===== src/rtl/rwsa_pkg.sv =====
// ----------------------------------------------------------------------------
// rwsa_pkg: shared types and constants
// Widths, fixed-point constants and the queue item type of the weighted
// residual sum accumulator.
// ----------------------------------------------------------------------------
package rwsa_pkg;

    localparam int SAMPLE_W  = 32;   // raw sample width
    localparam int FRAC_W    = 16;   // fraction bits of samples and sum
    localparam int SUM_W     = 64;   // accumulator width
    localparam int LOG2_FRAC = 28;   // fraction bits of the log2 value
    localparam int ROOT_W    = (SAMPLE_W + FRAC_W) / 2;  // square root width
    localparam int WGT_W     = ROOT_W + 1;               // weight = root + one
    localparam int REM_W     = ROOT_W + 2;               // shared remainder
    localparam int OP_W      = SAMPLE_W + FRAC_W;        // radicand / dividend
    localparam int TERM_W    = 2 * SAMPLE_W - FRAC_W;    // squared quotient
    localparam int LOGM_W    = 19;   // magnitude of a base-10 log in QF
    localparam int MUL_W     = 33;   // shared multiplier operand width
    localparam int CNT_W     = 6;

    localparam logic [MUL_W-1:0] LOG10_2_Q30 = 33'd323228497;
    localparam logic [WGT_W-1:0] FIX_ONE     = WGT_W'(1) << FRAC_W;

    localparam int QUEUE_DEPTH = 2;
    localparam int QPTR_W      = 1;
    localparam int QCNT_W      = 2;

    // What the back end has to do with a queued pair.
    typedef enum logic [1:0] {
        KIND_SKIP   = 2'd0,  // masked pair, adds nothing
        KIND_DOMAIN = 2'd1,  // log mode with a zero sample
        KIND_LIN    = 2'd2,  // linear residual
        KIND_LOG    = 2'd3   // log residual
    } rwsa_kind_t;

    typedef struct packed {
        logic [SAMPLE_W-1:0] f;
        logic [SAMPLE_W-1:0] g;
        rwsa_kind_t          kind;
        logic                last;
    } rwsa_item_t;

endpackage


===== src/rtl/rwsa_ifs.sv =====
// ----------------------------------------------------------------------------
// rwsa_ifs: channel interfaces
// Sample, configuration and result channels with valid/ready handshake.
// ----------------------------------------------------------------------------
interface rwsa_smp_if import rwsa_pkg::*; ();
    logic                valid;
    logic                ready;
    logic [SAMPLE_W-1:0] measured_value;
    logic [SAMPLE_W-1:0] model_value;
    logic                masked_flag;
    logic                last_pair;

    modport source (output valid, measured_value, model_value, masked_flag,
                     last_pair, input ready);
    modport sink   (input valid, measured_value, model_value, masked_flag,
                     last_pair, output ready);
endinterface

interface rwsa_cfg_if ();
    logic valid;
    logic ready;
    logic log_scale;

    modport source (output valid, log_scale, input ready);
    modport sink   (input valid, log_scale, output ready);
endinterface

interface rwsa_res_if import rwsa_pkg::*; ();
    logic             valid;
    logic             ready;
    logic [SUM_W-1:0] residual_sum;
    logic             saturated;
    logic             domain_error;

    modport source (output valid, residual_sum, saturated, domain_error,
                     input ready);
    modport sink   (input valid, residual_sum, saturated, domain_error,
                     output ready);
endinterface


===== src/rtl/rwsa_front.sv =====
// ----------------------------------------------------------------------------
// rwsa_front: request intake and classification
// Holds the mode register and sorts each sample request into the work the
// back end must do.
// ----------------------------------------------------------------------------
module rwsa_front import rwsa_pkg::*;
(
    input  logic        clk,
    input  logic        rst_n,
    rwsa_smp_if.sink    smp,
    rwsa_cfg_if.sink    cfg,
    input  logic        q_full,
    output logic        push,
    output rwsa_item_t  push_item
);

    logic log_scale_reg;

    assign cfg.ready = 1'b1;

    always_ff @(posedge clk or negedge rst_n)
    begin
        if (!rst_n)
        begin
            log_scale_reg <= 1'b0;
        end
        else if (cfg.valid)
        begin
            log_scale_reg <= cfg.log_scale;
        end
    end

    assign smp.ready = !q_full;
    assign push      = smp.valid && !q_full;

    always_comb
    begin
        push_item.f    = smp.measured_value;
        push_item.g    = smp.model_value;
        push_item.last = smp.last_pair;
        if (smp.masked_flag)
        begin
            push_item.kind = KIND_SKIP;
        end
        else if (log_scale_reg)
        begin
            // The log of zero is undefined: flag it and add nothing.
            if (smp.measured_value == '0 || smp.model_value == '0)
            begin
                push_item.kind = KIND_DOMAIN;
            end
            else
            begin
                push_item.kind = KIND_LOG;
            end
        end
        else
        begin
            push_item.kind = KIND_LIN;
        end
    end

endmodule


===== src/rtl/rwsa_queue.sv =====
// ----------------------------------------------------------------------------
// rwsa_queue: item queue
// Short FIFO between the intake and the arithmetic engine.
// ----------------------------------------------------------------------------
module rwsa_queue import rwsa_pkg::*;
(
    input  logic        clk,
    input  logic        rst_n,
    input  logic        push,
    input  rwsa_item_t  push_item,
    output logic        full,
    input  logic        pop,
    output logic        head_valid,
    output rwsa_item_t  head_item
);

    rwsa_item_t        entry_reg [QUEUE_DEPTH];
    logic [QPTR_W-1:0] wr_ptr_reg;
    logic [QPTR_W-1:0] rd_ptr_reg;
    logic [QCNT_W-1:0] count_reg;

    assign full       = (count_reg == QCNT_W'(QUEUE_DEPTH));
    assign head_valid = (count_reg != '0);
    assign head_item  = entry_reg[rd_ptr_reg];

    always_ff @(posedge clk)
    begin
        if (push)
        begin
            entry_reg[wr_ptr_reg] <= push_item;
        end
    end

    always_ff @(posedge clk or negedge rst_n)
    begin
        if (!rst_n)
        begin
            wr_ptr_reg <= '0;
            rd_ptr_reg <= '0;
            count_reg  <= '0;
        end
        else
        begin
            if (push)
            begin
                wr_ptr_reg <= wr_ptr_reg + 1'b1;
            end
            if (pop)
            begin
                rd_ptr_reg <= rd_ptr_reg + 1'b1;
            end
            if (push && !pop)
            begin
                count_reg <= count_reg + 1'b1;
            end
            else if (pop && !push)
            begin
                count_reg <= count_reg - 1'b1;
            end
        end
    end

endmodule


===== src/rtl/rwsa_back.sv =====
// ----------------------------------------------------------------------------
// rwsa_back: arithmetic engine
// Sequencer around one shared multiplier and a shift-subtract step that
// computes logs, the square root weight, the quotient and the running sum.
// ----------------------------------------------------------------------------
module rwsa_back import rwsa_pkg::*;
(
    input  logic        clk,
    input  logic        rst_n,
    input  logic        head_valid,
    input  rwsa_item_t  head_item,
    output logic        pop,
    rwsa_res_if.source  res
);

    typedef enum logic [10:0] {
        S_IDLE   = 11'b00000000001,
        S_NORM   = 11'b00000000010,
        S_LOGSQ  = 11'b00000000100,
        S_LOGMAG = 11'b00000001000,
        S_LOGSCL = 11'b00000010000,
        S_DIFF   = 11'b00000100000,
        S_SQRT   = 11'b00001000000,
        S_DIVSET = 11'b00010000000,
        S_DIV    = 11'b00100000000,
        S_SQUARE = 11'b01000000000,
        S_EMIT   = 11'b10000000000
    } state_t;

    // Accumulation happens in S_IDLE while acc_pending_reg is set.
    state_t                state_reg;
    logic [CNT_W-1:0]      cnt_reg;
    logic [SAMPLE_W-1:0]   x_reg;
    logic [4:0]            sh_reg;
    logic [LOG2_FRAC-1:0]  frac_reg;
    logic [OP_W-1:0]       op_reg;
    logic [ROOT_W-1:0]     root_reg;
    logic [REM_W-1:0]      rem_reg;
    logic [WGT_W-1:0]      w_reg;
    logic [SAMPLE_W-1:0]   q_reg;
    logic [SAMPLE_W-1:0]   d_reg;
    logic [SAMPLE_W-1:0]   g_hold_reg;
    logic                  phase_reg;
    logic                  a_neg_reg;
    logic [LOGM_W-1:0]     a_mag_reg;
    logic                  b_neg_reg;
    logic [LOGM_W-1:0]     b_mag_reg;
    logic [TERM_W-1:0]     term_reg;
    logic                  acc_pending_reg;
    logic                  last_reg;
    logic [SUM_W-1:0]      sum_reg;
    logic                  sat_reg;
    logic                  dom_reg;
    logic                  out_valid_reg;
    logic [SUM_W-1:0]      out_sum_reg;
    logic                  out_sat_reg;
    logic                  out_dom_reg;

    logic [MUL_W-1:0]      mul_a;
    logic [MUL_W-1:0]      mul_b;
    logic [2*MUL_W-1:0]    mul_p;
    logic [4:0]            norm_amt;
    logic [SAMPLE_W-1:0]   norm_mask;
    logic [SAMPLE_W:0]     sq_t;
    logic [MUL_W-1:0]      log_mag;
    logic [MUL_W-1:0]      int_part;
    logic signed [LOGM_W+1:0] av;
    logic signed [LOGM_W+1:0] bv;
    logic signed [LOGM_W+1:0] dv;
    logic [REM_W+1:0]      sq_rem;
    logic [REM_W-1:0]      sq_trial;
    logic [REM_W:0]        div_rem;
    logic [SUM_W:0]        acc_sum;
    logic                  out_free;

    assign out_free = !out_valid_reg || res.ready;
    assign pop      = (state_reg == S_IDLE) && !acc_pending_reg && head_valid;

    // Shared multiplier: log squaring, log10 scaling and the final square.
    always_comb
    begin
        mul_a = '0;
        mul_b = '0;
        if (state_reg == S_LOGSQ)
        begin
            mul_a = {1'b0, x_reg};
            mul_b = {1'b0, x_reg};
        end
        else if (state_reg == S_LOGSCL)
        begin
            mul_a = op_reg[MUL_W-1:0];
            mul_b = LOG10_2_Q30;
        end
        else if (state_reg == S_SQUARE)
        begin
            mul_a = {1'b0, q_reg};
            mul_b = {1'b0, q_reg};
        end
        mul_p = mul_a * mul_b;
    end

    // Binary normalize search: 16, 8, 4, 2, 1 bit steps.
    always_comb
    begin
        case (cnt_reg[2:0])
            3'd0:    norm_amt = 5'd16;
            3'd1:    norm_amt = 5'd8;
            3'd2:    norm_amt = 5'd4;
            3'd3:    norm_amt = 5'd2;
            default: norm_amt = 5'd1;
        endcase
        norm_mask = ~({SAMPLE_W{1'b1}} >> norm_amt);
    end

    always_comb
    begin
        sq_t = mul_p[2*SAMPLE_W-1:SAMPLE_W-1];
        if (sh_reg <= 5'd15)
        begin
            int_part = {5'd15 - sh_reg, {LOG2_FRAC{1'b0}}};
            log_mag  = int_part + {5'b0, frac_reg};
        end
        else
        begin
            int_part = {sh_reg - 5'd15, {LOG2_FRAC{1'b0}}};
            log_mag  = int_part - {5'b0, frac_reg};
        end
        av = a_neg_reg ? -$signed({2'b0, a_mag_reg}) : $signed({2'b0, a_mag_reg});
        bv = b_neg_reg ? -$signed({2'b0, b_mag_reg}) : $signed({2'b0, b_mag_reg});
        dv = av - bv;
        if (dv < 0)
        begin
            dv = -dv;
        end
        sq_rem   = {rem_reg, op_reg[OP_W-1 -: 2]};
        sq_trial = {root_reg, 2'b01};
        div_rem  = {rem_reg, op_reg[OP_W-1]};
        acc_sum  = {1'b0, sum_reg} + {{(SUM_W+1-TERM_W){1'b0}}, term_reg};
    end

    always_ff @(posedge clk)
    begin
        unique case (state_reg)
            S_IDLE:
            begin
                if (pop)
                begin
                    last_reg <= head_item.last;
                    term_reg <= '0;
                    root_reg <= '0;
                    rem_reg  <= '0;
                    sh_reg   <= '0;
                    phase_reg <= 1'b0;
                    x_reg    <= head_item.f;
                    g_hold_reg <= head_item.g;
                    op_reg   <= {head_item.f, {FRAC_W{1'b0}}};
                    d_reg    <= (head_item.f > head_item.g) ?
                                head_item.f - head_item.g : head_item.g - head_item.f;
                end
            end
            S_NORM:
            begin
                if ((x_reg & norm_mask) == '0)
                begin
                    x_reg  <= x_reg << norm_amt;
                    sh_reg <= sh_reg + norm_amt;
                end
            end
            S_LOGSQ:
            begin
                if (sq_t[SAMPLE_W])
                begin
                    x_reg    <= sq_t[SAMPLE_W:1];
                    frac_reg <= {frac_reg[LOG2_FRAC-2:0], 1'b1};
                end
                else
                begin
                    x_reg    <= sq_t[SAMPLE_W-1:0];
                    frac_reg <= {frac_reg[LOG2_FRAC-2:0], 1'b0};
                end
            end
            S_LOGMAG:
            begin
                op_reg <= {{(OP_W-MUL_W){1'b0}}, log_mag};
            end
            S_LOGSCL:
            begin
                if (!phase_reg)
                begin
                    a_neg_reg <= (sh_reg > 5'd15);
                    a_mag_reg <= mul_p[LOG2_FRAC+30-FRAC_W +: LOGM_W];
                    x_reg     <= g_hold_reg;
                    sh_reg    <= '0;
                    phase_reg <= 1'b1;
                end
                else
                begin
                    b_neg_reg <= (sh_reg > 5'd15);
                    b_mag_reg <= mul_p[LOG2_FRAC+30-FRAC_W +: LOGM_W];
                end
            end
            S_DIFF:
            begin
                d_reg    <= {{(SAMPLE_W-LOGM_W-1){1'b0}}, dv[LOGM_W:0]};
                op_reg   <= {{(SAMPLE_W-LOGM_W){1'b0}}, a_mag_reg, {FRAC_W{1'b0}}};
                root_reg <= '0;
                rem_reg  <= '0;
            end
            S_SQRT:
            begin
                op_reg <= op_reg << 2;
                if (sq_rem >= {2'b0, sq_trial})
                begin
                    rem_reg  <= REM_W'(sq_rem - {2'b0, sq_trial});
                    root_reg <= {root_reg[ROOT_W-2:0], 1'b1};
                end
                else
                begin
                    rem_reg  <= sq_rem[REM_W-1:0];
                    root_reg <= {root_reg[ROOT_W-2:0], 1'b0};
                end
            end
            S_DIVSET:
            begin
                w_reg   <= {1'b0, root_reg} + FIX_ONE;
                rem_reg <= {{(REM_W-FRAC_W){1'b0}}, d_reg[SAMPLE_W-1:FRAC_W]};
                op_reg  <= {d_reg[FRAC_W-1:0], {(OP_W-FRAC_W){1'b0}}};
            end
            S_DIV:
            begin
                op_reg <= op_reg << 1;
                if (div_rem >= {2'b0, w_reg})
                begin
                    rem_reg <= REM_W'(div_rem - {2'b0, w_reg});
                    q_reg   <= {q_reg[SAMPLE_W-2:0], 1'b1};
                end
                else
                begin
                    rem_reg <= div_rem[REM_W-1:0];
                    q_reg   <= {q_reg[SAMPLE_W-2:0], 1'b0};
                end
            end
            S_SQUARE:
            begin
                term_reg <= mul_p[2*SAMPLE_W-1:FRAC_W];
            end
            S_EMIT:
            begin
                if (out_free)
                begin
                    out_sum_reg <= sum_reg;
                    out_sat_reg <= sat_reg;
                    out_dom_reg <= dom_reg;
                end
            end
            default:
            begin
            end
        endcase
    end

    // Control: state, counters, accumulator and flags.
    always_ff @(posedge clk or negedge rst_n)
    begin
        if (!rst_n)
        begin
            state_reg       <= S_IDLE;
            cnt_reg         <= '0;
            acc_pending_reg <= 1'b0;
            sum_reg         <= '0;
            sat_reg         <= 1'b0;
            dom_reg         <= 1'b0;
            out_valid_reg   <= 1'b0;
        end
        else
        begin
            // A sum taken by the receiver frees the result register, unless a
            // new sum is loaded into it at the same edge.
            if (res.ready && !((state_reg == S_EMIT) && out_free))
            begin
                out_valid_reg <= 1'b0;
            end
            unique case (state_reg)
                S_IDLE:
                begin
                    if (acc_pending_reg)
                    begin
                        // Add the finished term; a carry out clamps the sum.
                        acc_pending_reg <= 1'b0;
                        if (acc_sum[SUM_W])
                        begin
                            sum_reg <= '1;
                            sat_reg <= 1'b1;
                        end
                        else
                        begin
                            sum_reg <= acc_sum[SUM_W-1:0];
                        end
                        if (last_reg)
                        begin
                            state_reg <= S_EMIT;
                        end
                    end
                    else if (pop)
                    begin
                        cnt_reg <= '0;
                        case (head_item.kind)
                            KIND_LIN:    state_reg <= S_SQRT;
                            KIND_LOG:    state_reg <= S_NORM;
                            KIND_DOMAIN:
                            begin
                                dom_reg         <= 1'b1;
                                acc_pending_reg <= 1'b1;
                            end
                            default:     acc_pending_reg <= 1'b1;
                        endcase
                    end
                end
                S_NORM:
                begin
                    if (cnt_reg == CNT_W'(4))
                    begin
                        cnt_reg   <= '0;
                        state_reg <= S_LOGSQ;
                    end
                    else
                    begin
                        cnt_reg <= cnt_reg + 1'b1;
                    end
                end
                S_LOGSQ:
                begin
                    if (cnt_reg == CNT_W'(LOG2_FRAC - 1))
                    begin
                        cnt_reg   <= '0;
                        state_reg <= S_LOGMAG;
                    end
                    else
                    begin
                        cnt_reg <= cnt_reg + 1'b1;
                    end
                end
                S_LOGMAG:
                begin
                    state_reg <= S_LOGSCL;
                end
                S_LOGSCL:
                begin
                    state_reg <= phase_reg ? S_DIFF : S_NORM;
                end
                S_DIFF:
                begin
                    state_reg <= S_SQRT;
                end
                S_SQRT:
                begin
                    if (cnt_reg == CNT_W'(ROOT_W - 1))
                    begin
                        cnt_reg   <= '0;
                        state_reg <= S_DIVSET;
                    end
                    else
                    begin
                        cnt_reg <= cnt_reg + 1'b1;
                    end
                end
                S_DIVSET:
                begin
                    state_reg <= S_DIV;
                end
                S_DIV:
                begin
                    if (cnt_reg == CNT_W'(SAMPLE_W - 1))
                    begin
                        cnt_reg   <= '0;
                        state_reg <= S_SQUARE;
                    end
                    else
                    begin
                        cnt_reg <= cnt_reg + 1'b1;
                    end
                end
                S_SQUARE:
                begin
                    acc_pending_reg <= 1'b1;
                    state_reg       <= S_IDLE;
                end
                S_EMIT:
                begin
                    if (out_free)
                    begin
                        out_valid_reg <= 1'b1;
                        sum_reg       <= '0;
                        sat_reg       <= 1'b0;
                        dom_reg       <= 1'b0;
                        state_reg     <= S_IDLE;
                    end
                end
                default:
                begin
                    state_reg <= S_IDLE;
                end
            endcase
        end
    end

    assign res.valid        = out_valid_reg;
    assign res.residual_sum = out_sum_reg;
    assign res.saturated    = out_sat_reg;
    assign res.domain_error = out_dom_reg;

endmodule


===== src/rtl/weighted_residual_sum_accumulator_unit.sv =====
// ----------------------------------------------------------------------------
// weighted_residual_sum_accumulator_unit: weighted sum of squared residuals
// Streams measured/model sample pairs and returns the saturating weighted
// residual sum with its flags on the last pair of each data set.
// ----------------------------------------------------------------------------
//
//  Channel     Dir  Payload                                          Request
//  sample_ch   in   measured_value, model_value, masked_flag,        one pair
//                   last_pair
//  config_ch   in   log_scale                                        mode write
//  result_ch   out  residual_sum, saturated, domain_error            one sum
//
//  The engine runs a 24-step square root and a 32-step divide, one bit per
//  cycle, plus for log mode two 5-step normalizations and two 28-step
//  squaring loops on the one shared 33x33 multiplier.
//  rst_n clears the mode register, the queue, the sum and both flags at once.
//  The two-entry queue keeps sample_ch ready until two pairs wait in it, and
//  the result register lets the engine run on while a sum waits on result_ch.
//
// ----------------------------------------------------------------------------
module weighted_residual_sum_accumulator_unit import rwsa_pkg::*;
(
    input  logic        clk,
    input  logic        rst_n,
    rwsa_smp_if.sink    sample_ch,
    rwsa_cfg_if.sink    config_ch,
    rwsa_res_if.source  result_ch
);

    logic       q_full;
    logic       push;
    rwsa_item_t push_item;
    logic       pop;
    logic       head_valid;
    rwsa_item_t head_item;

    // Intake: the mode is sampled with each pair, so a pair carries its own
    // classification through the queue.
    rwsa_front u_front
    (
        .clk       (clk),
        .rst_n     (rst_n),
        .smp       (sample_ch),
        .cfg       (config_ch),
        .q_full    (q_full),
        .push      (push),
        .push_item (push_item)
    );

    rwsa_queue u_queue
    (
        .clk        (clk),
        .rst_n      (rst_n),
        .push       (push),
        .push_item  (push_item),
        .full       (q_full),
        .pop        (pop),
        .head_valid (head_valid),
        .head_item  (head_item)
    );

    // Engine: one pair at a time, accumulates and emits on the last pair.
    rwsa_back u_back
    (
        .clk        (clk),
        .rst_n      (rst_n),
        .head_valid (head_valid),
        .head_item  (head_item),
        .pop        (pop),
        .res        (result_ch)
    );

endmodule

===== src/flat_wrapper.sv =====
// flat-port wrapper written by rule: the top's interface ports become plain ports
module weighted_residual_sum_accumulator_unit_flat import rwsa_pkg::*;
  (clk, rst_n, sample_ch_valid, sample_ch_measured_value, sample_ch_model_value, sample_ch_masked_flag, sample_ch_last_pair, sample_ch_ready, config_ch_valid, config_ch_log_scale, config_ch_ready, result_ch_valid, result_ch_residual_sum, result_ch_saturated, result_ch_domain_error, result_ch_ready);
  rwsa_smp_if sample_ch_i ();
  rwsa_cfg_if config_ch_i ();
  rwsa_res_if result_ch_i ();
  input  logic clk;
  input  logic rst_n;
  input wire logic [$bits(sample_ch_i.valid)-1:0] sample_ch_valid;
  input wire logic [$bits(sample_ch_i.measured_value)-1:0] sample_ch_measured_value;
  input wire logic [$bits(sample_ch_i.model_value)-1:0] sample_ch_model_value;
  input wire logic [$bits(sample_ch_i.masked_flag)-1:0] sample_ch_masked_flag;
  input wire logic [$bits(sample_ch_i.last_pair)-1:0] sample_ch_last_pair;
  output wire logic [$bits(sample_ch_i.ready)-1:0] sample_ch_ready;
  input wire logic [$bits(config_ch_i.valid)-1:0] config_ch_valid;
  input wire logic [$bits(config_ch_i.log_scale)-1:0] config_ch_log_scale;
  output wire logic [$bits(config_ch_i.ready)-1:0] config_ch_ready;
  output wire logic [$bits(result_ch_i.valid)-1:0] result_ch_valid;
  output wire logic [$bits(result_ch_i.residual_sum)-1:0] result_ch_residual_sum;
  output wire logic [$bits(result_ch_i.saturated)-1:0] result_ch_saturated;
  output wire logic [$bits(result_ch_i.domain_error)-1:0] result_ch_domain_error;
  input wire logic [$bits(result_ch_i.ready)-1:0] result_ch_ready;
  assign sample_ch_i.valid = sample_ch_valid;
  assign sample_ch_i.measured_value = sample_ch_measured_value;
  assign sample_ch_i.model_value = sample_ch_model_value;
  assign sample_ch_i.masked_flag = sample_ch_masked_flag;
  assign sample_ch_i.last_pair = sample_ch_last_pair;
  assign sample_ch_ready = sample_ch_i.ready;
  assign config_ch_i.valid = config_ch_valid;
  assign config_ch_i.log_scale = config_ch_log_scale;
  assign config_ch_ready = config_ch_i.ready;
  assign result_ch_valid = result_ch_i.valid;
  assign result_ch_residual_sum = result_ch_i.residual_sum;
  assign result_ch_saturated = result_ch_i.saturated;
  assign result_ch_domain_error = result_ch_i.domain_error;
  assign result_ch_i.ready = result_ch_ready;
  weighted_residual_sum_accumulator_unit u_core (.clk(clk), .rst_n(rst_n), .sample_ch(sample_ch_i), .config_ch(config_ch_i), .result_ch(result_ch_i));
endmodule

===== config.mk =====
export PLATFORM = sky130hd
export DESIGN_NAME = weighted_residual_sum_accumulator_unit_flat
export DESIGN_NICKNAME = d
export VERILOG_FILES = /design/src/rtl/rwsa_pkg.sv /design/src/rtl/rwsa_ifs.sv /design/src/rtl/rwsa_front.sv /design/src/rtl/rwsa_queue.sv /design/src/rtl/rwsa_back.sv /design/src/rtl/weighted_residual_sum_accumulator_unit.sv /design/src/flat_wrapper.sv
export SDC_FILE = /design/constraint.sdc
export NUM_CORES = 2
export LEC_CHECK = 0
export BUFFER_PORTS_ARGS = -buffer_cell sky130_fd_sc_hd__buf_2
export CAP_MARGIN = 20
export CORE_AREA = 4 4 394 473
export DETAILED_ROUTE_END_ITERATION = 10
export DIE_AREA = 0 0 398 477
export MAX_ROUTING_LAYER = met4
export SYNTH_ARGS = -nofsm -noshare
export SYNTH_HDL_FRONTEND = slang
export SYNTH_HIERARCHICAL = 1
export SYNTH_SLANG_ARGS = --single-unit

===== constraint.sdc =====
create_clock -name clk -period 23.9 [get_ports clk]
set_input_delay 7.17 -clock clk [delete_from_list [all_inputs] [get_ports clk]]
set_output_delay 7.17 -clock clk [all_outputs]
set_load 0.01 [all_outputs]

* After elaboration in Yosys (flattened, before gate mapping)
Memories as Yosys holds them, arrays and structs flattened.
Index checks and enable logic that the tools add are counted.
** Word-level totals
- Bits in registers :: 530
- Memory bits (writable) :: 134
- Memories kept :: 1
- Bits of input ports :: 72
** Operators by class
- Shift operators :: 2
- Equality and inequality tests :: 37
- Multiplexer cells :: 81
- Add/sub/neg operators :: 20
- Magnitude comparators :: 6
- Multipliers :: 1
- Reductions and logical operators :: 49
- Bitwise operators :: 3
** Memory list
- u_core.u_queue.entry_reg :: depth 2, bits a word 67, read ports 1, clocked after memory_dff 0, wr ports 1, RTL line rwsa_queue.sv:17 : rwsa_item_t entry_reg [QUEUE_DEPTH];
** Operator list (number)
- $pmux W48 S6 :: 1
- $mux W32 :: 8
- $mux W64 :: 3
- $mux W33 :: 4
- $pmux W26 S5 :: 1
- $pmux W32 S4 :: 1
- $pmux W64 S2 :: 1
- $pmux W11 S10 :: 1
- $logic_not A32 Y1 :: 3
- $mux W48 :: 2
- $pmux W48 S2 :: 1
- $mux W11 :: 8
- $mux W26 :: 3
- $pmux W24 S3 :: 1
- $add A64 B48 Y65 :: 1
- $mul A33 B33 Y64 :: 1
- $pmux W32 S2 :: 1
- $sub A32 B32 Y32 :: 2
- $mux W21 :: 2
- $mux W6 :: 7
- $neg A19 Y21 :: 2
- $add A33 B28 Y33 :: 1
- $sub A33 B28 Y33 :: 1
- $and A32 B32 Y32 :: 1
- 69 further kinds :: 142

* Longest topological paths before layout
- Depth after elaboration :: 8
- Gate-level depth with buffers :: 44

* By module
Netlist, hierarchy kept.
** By module, submodules not included
- rwsa_back :: area each 66483.8 um^2, cells an instance 7206, instances 1
- rwsa_queue :: area each 5114.9 um^2, cells an instance 225, instances 1
- rwsa_front :: area each 694.4 um^2, cells an instance 94, instances 1

* Least setup slack after synthesis
Ideal clock, no wire load.
- Path type :: register -> register
- From :: reg u_core.u_back.state_reg[8]
- To :: reg u_core.u_back.x_reg[2], data pin
- Slack :: 12.471 ns
- Buffers on the path :: 6
- Setup time :: 0.275 ns
- Period minus slack after synthesis :: 11.429 ns
- Stages on the path, launching flop included :: 39
- Arrival :: 11.153 ns
- Cells stage by stage :: dfrtp_1 buf_2 or4_1 buf_2 nor4_4 nand3_1 inv_1 clkbuf_1 clkbuf_1 a221oi_1 clkbuf_1 nor2_1 fa_1 fa_1 fa_1 inv_1 fa_1 inv_1 [3 not listed] inv_1 fa_1 inv_1 ha_1 o21a_1 o211a_1 a221oi_1 o211ai_1 nor3b_1 a21oi_4 a21oi_1 nand2_1 a311o_2 a31oi_4 xnor2_4 buf_6 mux2i_1 o221ai_1
** Between the ends
- Cells in the longest elaborated chain, start to end :: 7
** Ends and longest elaborated chain
- from (decl) :: RTL line rwsa_back.sv:31 : state_t state_reg;
- from (signal assigned) :: RTL line rwsa_back.sv:349 : state_reg <= phase_reg ? S_DIFF : S_NORM;
- $eq A11 B10 Y1 :: RTL line rwsa_back.sv:94 : else if (state_reg == S_SQUARE)
- $mux W32 :: RTL line rwsa_back.sv:94
- $mux W33 or $mux W32 (tied branches) :: RTL line rwsa_back.sv:89 : else if (state_reg == S_LOGSCL)
- $mux W33 :: RTL line rwsa_back.sv:84 : if (state_reg == S_LOGSQ)
- $mul A33 B33 Y64 :: RTL line rwsa_back.sv:99 : mul_p = mul_a * mul_b;
- $mux W32 :: RTL line rwsa_back.sv:171 : if (sq_t[SAMPLE_W])
- $pmux W32 S4 * :: RTL line rwsa_back.sv:143 : unique case (state_reg)
- to (signal assigned) :: RTL line rwsa_back.sv:154 : x_reg <= head_item.f;
- to (signal assigned) :: RTL line rwsa_back.sv:173 : x_reg <= sq_t[SAMPLE_W:1];
- to (signal assigned) :: RTL line rwsa_back.sv:178 : x_reg <= sq_t[SAMPLE_W-1:0];
- to (decl) :: RTL line rwsa_back.sv:33 : logic [SAMPLE_W-1:0] x_reg;
Mark *: on every way between the ends. The rest lies on a longest branch, timed or not.
A chain may end at the register's enable or synchronous reset.

* Worst setup path in the final report
Ends and elaborated chain as after synthesis.

==> impl_metrics.toml <==
[worst_setup_path]
crit_fanout = 47
path_common_cell = "fa_1"
critical_path_class = "flop to flop"
required_ns = 24.28
r2r-start = "u_core/u_back/state_reg[8]"
cp_slowest_stage_delay_ns = 0.82
start_kind = "flop"
cpMaxStageDelayCell = "nor2_1"
end_kind = "flop"
arrival_ns = 14.59
cp-startpoint = "u_core/u_back/state_reg[8]"

[clock_network]
cts_max_level = 3
clockBufferDepth = 3
cts_tree = "yes"
post_cts_buffers = 0
ctsResizeCount = 0
cts_buffers = 77
clk_pin_slew_worst_paths_ns = 0.07
cts.sinks = 664
clk_latency_ns = 0.69
postCtsHoldBufs = 0
cts-root-buf = "clkbuf_16"

[power_and_ir_drop]
swShare_pct = 46.4
seqPwrFrac_pct = 31.1
p_leak_uw = 0.0356
power_density_nw_per_um2 = 92.3
p_int_uw = 3870
ir_drop_uv = 85.4
clock_power_share_pct = 16.2
p_comb_share_pct = 52.7
p_sw_uw = 3360

[grt]
antenna_found_initial = 10
gr-usage-met1_pct = 34.3
top_usage_layer = "met2"
global_route.overflow_total = 0
grt_use_met2_pct = 41.9
grt_usage_pct = 27.2
use_met3_pct = 4.71
grt_pass1_wl_um = 375000
grt_max_degree = 72
first_global_vias = 57901

[sta]
fmax_mhz = 70.4
slew_headroom_pct = 22.2
tightestPinTransition_ns = 1.17
hold_viol = 0
finalSetupViolations = 0
fin_crit_ns = 14.20
period_share_pct = 59.4
tns_ns = 0
rsz0062_at_grt = "false"
final_max_slew_viol_count = 0
skew_ns = 0.0352

[logic_synthesis]
yosys_most_used_dff = "edfxtp_1"
avgSynthCellArea_sq_um = 9.61
synth_cell_types = 91
syn_area_sq_um = 72300
syn_inst = 7525
ys_seq_area_share_pct = 27.0
yosysWarnings = 6
synth-edff-count = 574
ys_seq_elements = 664
synthArstFlopShare_pct = 13.6

[placement]
hpwl_um = 193000
io_buffers = 139
dp.cells = 9864
gp_congestion = 0.999

[layout]
syn2layout_area_growth_pct = 8.35
drive_gt1_share_pct = 7.72
final_cells = 10015
fill_cells = 17602
largest_reg_flops = 134
fin_util_pct = 43.2
finalNetCount = 9003

[hold_path]
hold_class = "flop to flop"
hold_path.startpoint = "u_core/u_back/q_reg[19]"

[floorplanning]
die-area_sq_um = 190000
rows = 171
core_area_sq_um = 181000
start_util_pct = 39.9
die_w_um = 398
die_y_um = 477
ios = 141

[drt]
vias_per_cell = 5.64
dr.pass1.iters = 9
wl_per_cell_um = 25.2
vias = 56459
final_antenna_net_count = 0
wirelength_um = 252000
first_iter_violations = 5901
drcViolationCount = 0

[flow_run]
cap_viol_max_count = 0

[run_status]
outcome = "finished clean"
-- cell families (layout without fill, tap and decap cells) --
logic type	count (synthesis)	count (layout)	synth area share (%)
muxes	199	199	2.98
AOI/OAI and AO/OA	1292	1292	11.5
other	3	25	0.0156
xor gates and xnor gates	278	278	3.40
and+or+nand+nor	1941	1941	11.6
adders and majority gates	1407	1407	34.0
DFF	664	664	27.0
buffers and inverters	1741	1787	9.48
-- synth_stat cells (128+ instances only) --
library cell	count	area, sq um
ha_1	476	5960
nand2_1	628	2360
a21oi_1	409	2050
mux2i_1	128	1280
inv_1	1341	5030
nor2_1	856	3210
a21o_1	130	976
clkbuf_1	281	1050
fa_1	931	18600
xnor2_1	154	1350
edfxtp_1	574	17200
o21ai_0	219	1100
-- cell usage in the layout (no fill, tap or decap), types with 35 or more instances in the layout --
cell and instances:
inv_1 1339, fa_1 931, nor2_1 851, nand2_1 626, edfxtp_1 574, ha_1 475, a21oi_1 396, o21ai_0 216
xnor2_1 151, buf_4 148, buf_2 138, a21o_1 130, mux2i_1 128, xor2_1 122, dfrtp_1 88, clkbuf_16 78
nand3_1 60, nor3_1 59, and2_1 55, nand4_1 54, mux2_2 51, a31oi_1 49, nor2b_1 40, o21bai_1 39
a221oi_1 37, nand2b_1 36, o21a_1 35
-- critical path, delay by kind of cell (launching register included) --
family / cells / cell delay (ns)
adder cells (fa/ha/maj): 9 / 4.31
buffers and inverters: 11 / 3.33
AND/OR/NAND/NOR: 7 / 2.82
AO/OA/AOI/OAI: 10 / 2.42
flip-flops: 1 / 0.46
multiplexers: 1 / 0.32
XOR/XNOR: 1 / 0.13
-- cell type report --
type	count	area [sq um]	area share (%)
Clock inverter	47	433	0.553
Inverter	1353	5080	6.49
Sequential cell	664	19500	24.9
Tap cell	2422	3030	3.87
Timing Repair Buffer	290	1880	2.39
Multi-Input combinational cell	5138	46400	59.2
Clock buffer	97	2040	2.61
Antenna cell	4	10.0	0.0128
-- metal layers --
metal  vias up  part of all wire [%]
met5         -                     0
met4         0                   6.9
met3       770                   8.0
met2      2624                    46
met1     28470                    40
li1      24595                     -
-- final timing paths --
path | to | slack [ns] | cells after the start
hold reg to reg | u_core/u_back/q_reg[20] | 0.44 | 0
min in group asynchronous | u_core/u_back/sum_reg[36] | 6.53 | 1
max in group asynchronous | u_core/u_queue/rd_ptr_reg | 16.13 | 2
setup / recovery | u_core/u_back/x_reg[2] | 9.70 | 39
hold / removal | u_core/u_back/q_reg[20] | 0.44 | 0
setup reg to reg | u_core/u_back/x_reg[2] | 9.70 | 39
-- power by group through the flow --
| stage | Combinational [uW] | Clock [uW] | Sequential, uW |
|---|---|---|---|
| final | 3810 | 1170 | 2250 |
| after global routing | 4140 | 1240 | 2270 |
| after CTS | 3750 | 1200 | 2230 |
| after detailed placement | 3730 | 0 | 2250 |
| after global placement | 3710 | 0 | 2250 |
| after floorplan | 2660 | 0 | 2040 |
-- metrics by stage --
step / power [uW] / hold slack (ns) / cell area (sq um) / worst slack [ns]
final: 7230 / 0.443 / 78300 / 9.70
after global routing: 7650 / 0.445 / 78300 / 9.10
after CTS: 7180 / 0.435 / 78300 / 9.77
after detailed placement: 5980 / 0.436 / 75800 / 9.81
after global placement: 5960 / 0.428 / 75800 / 10.27
after floorplan: 4700 / 0.418 / 72400 / 12.47
(Power assumes the default switching activity.)
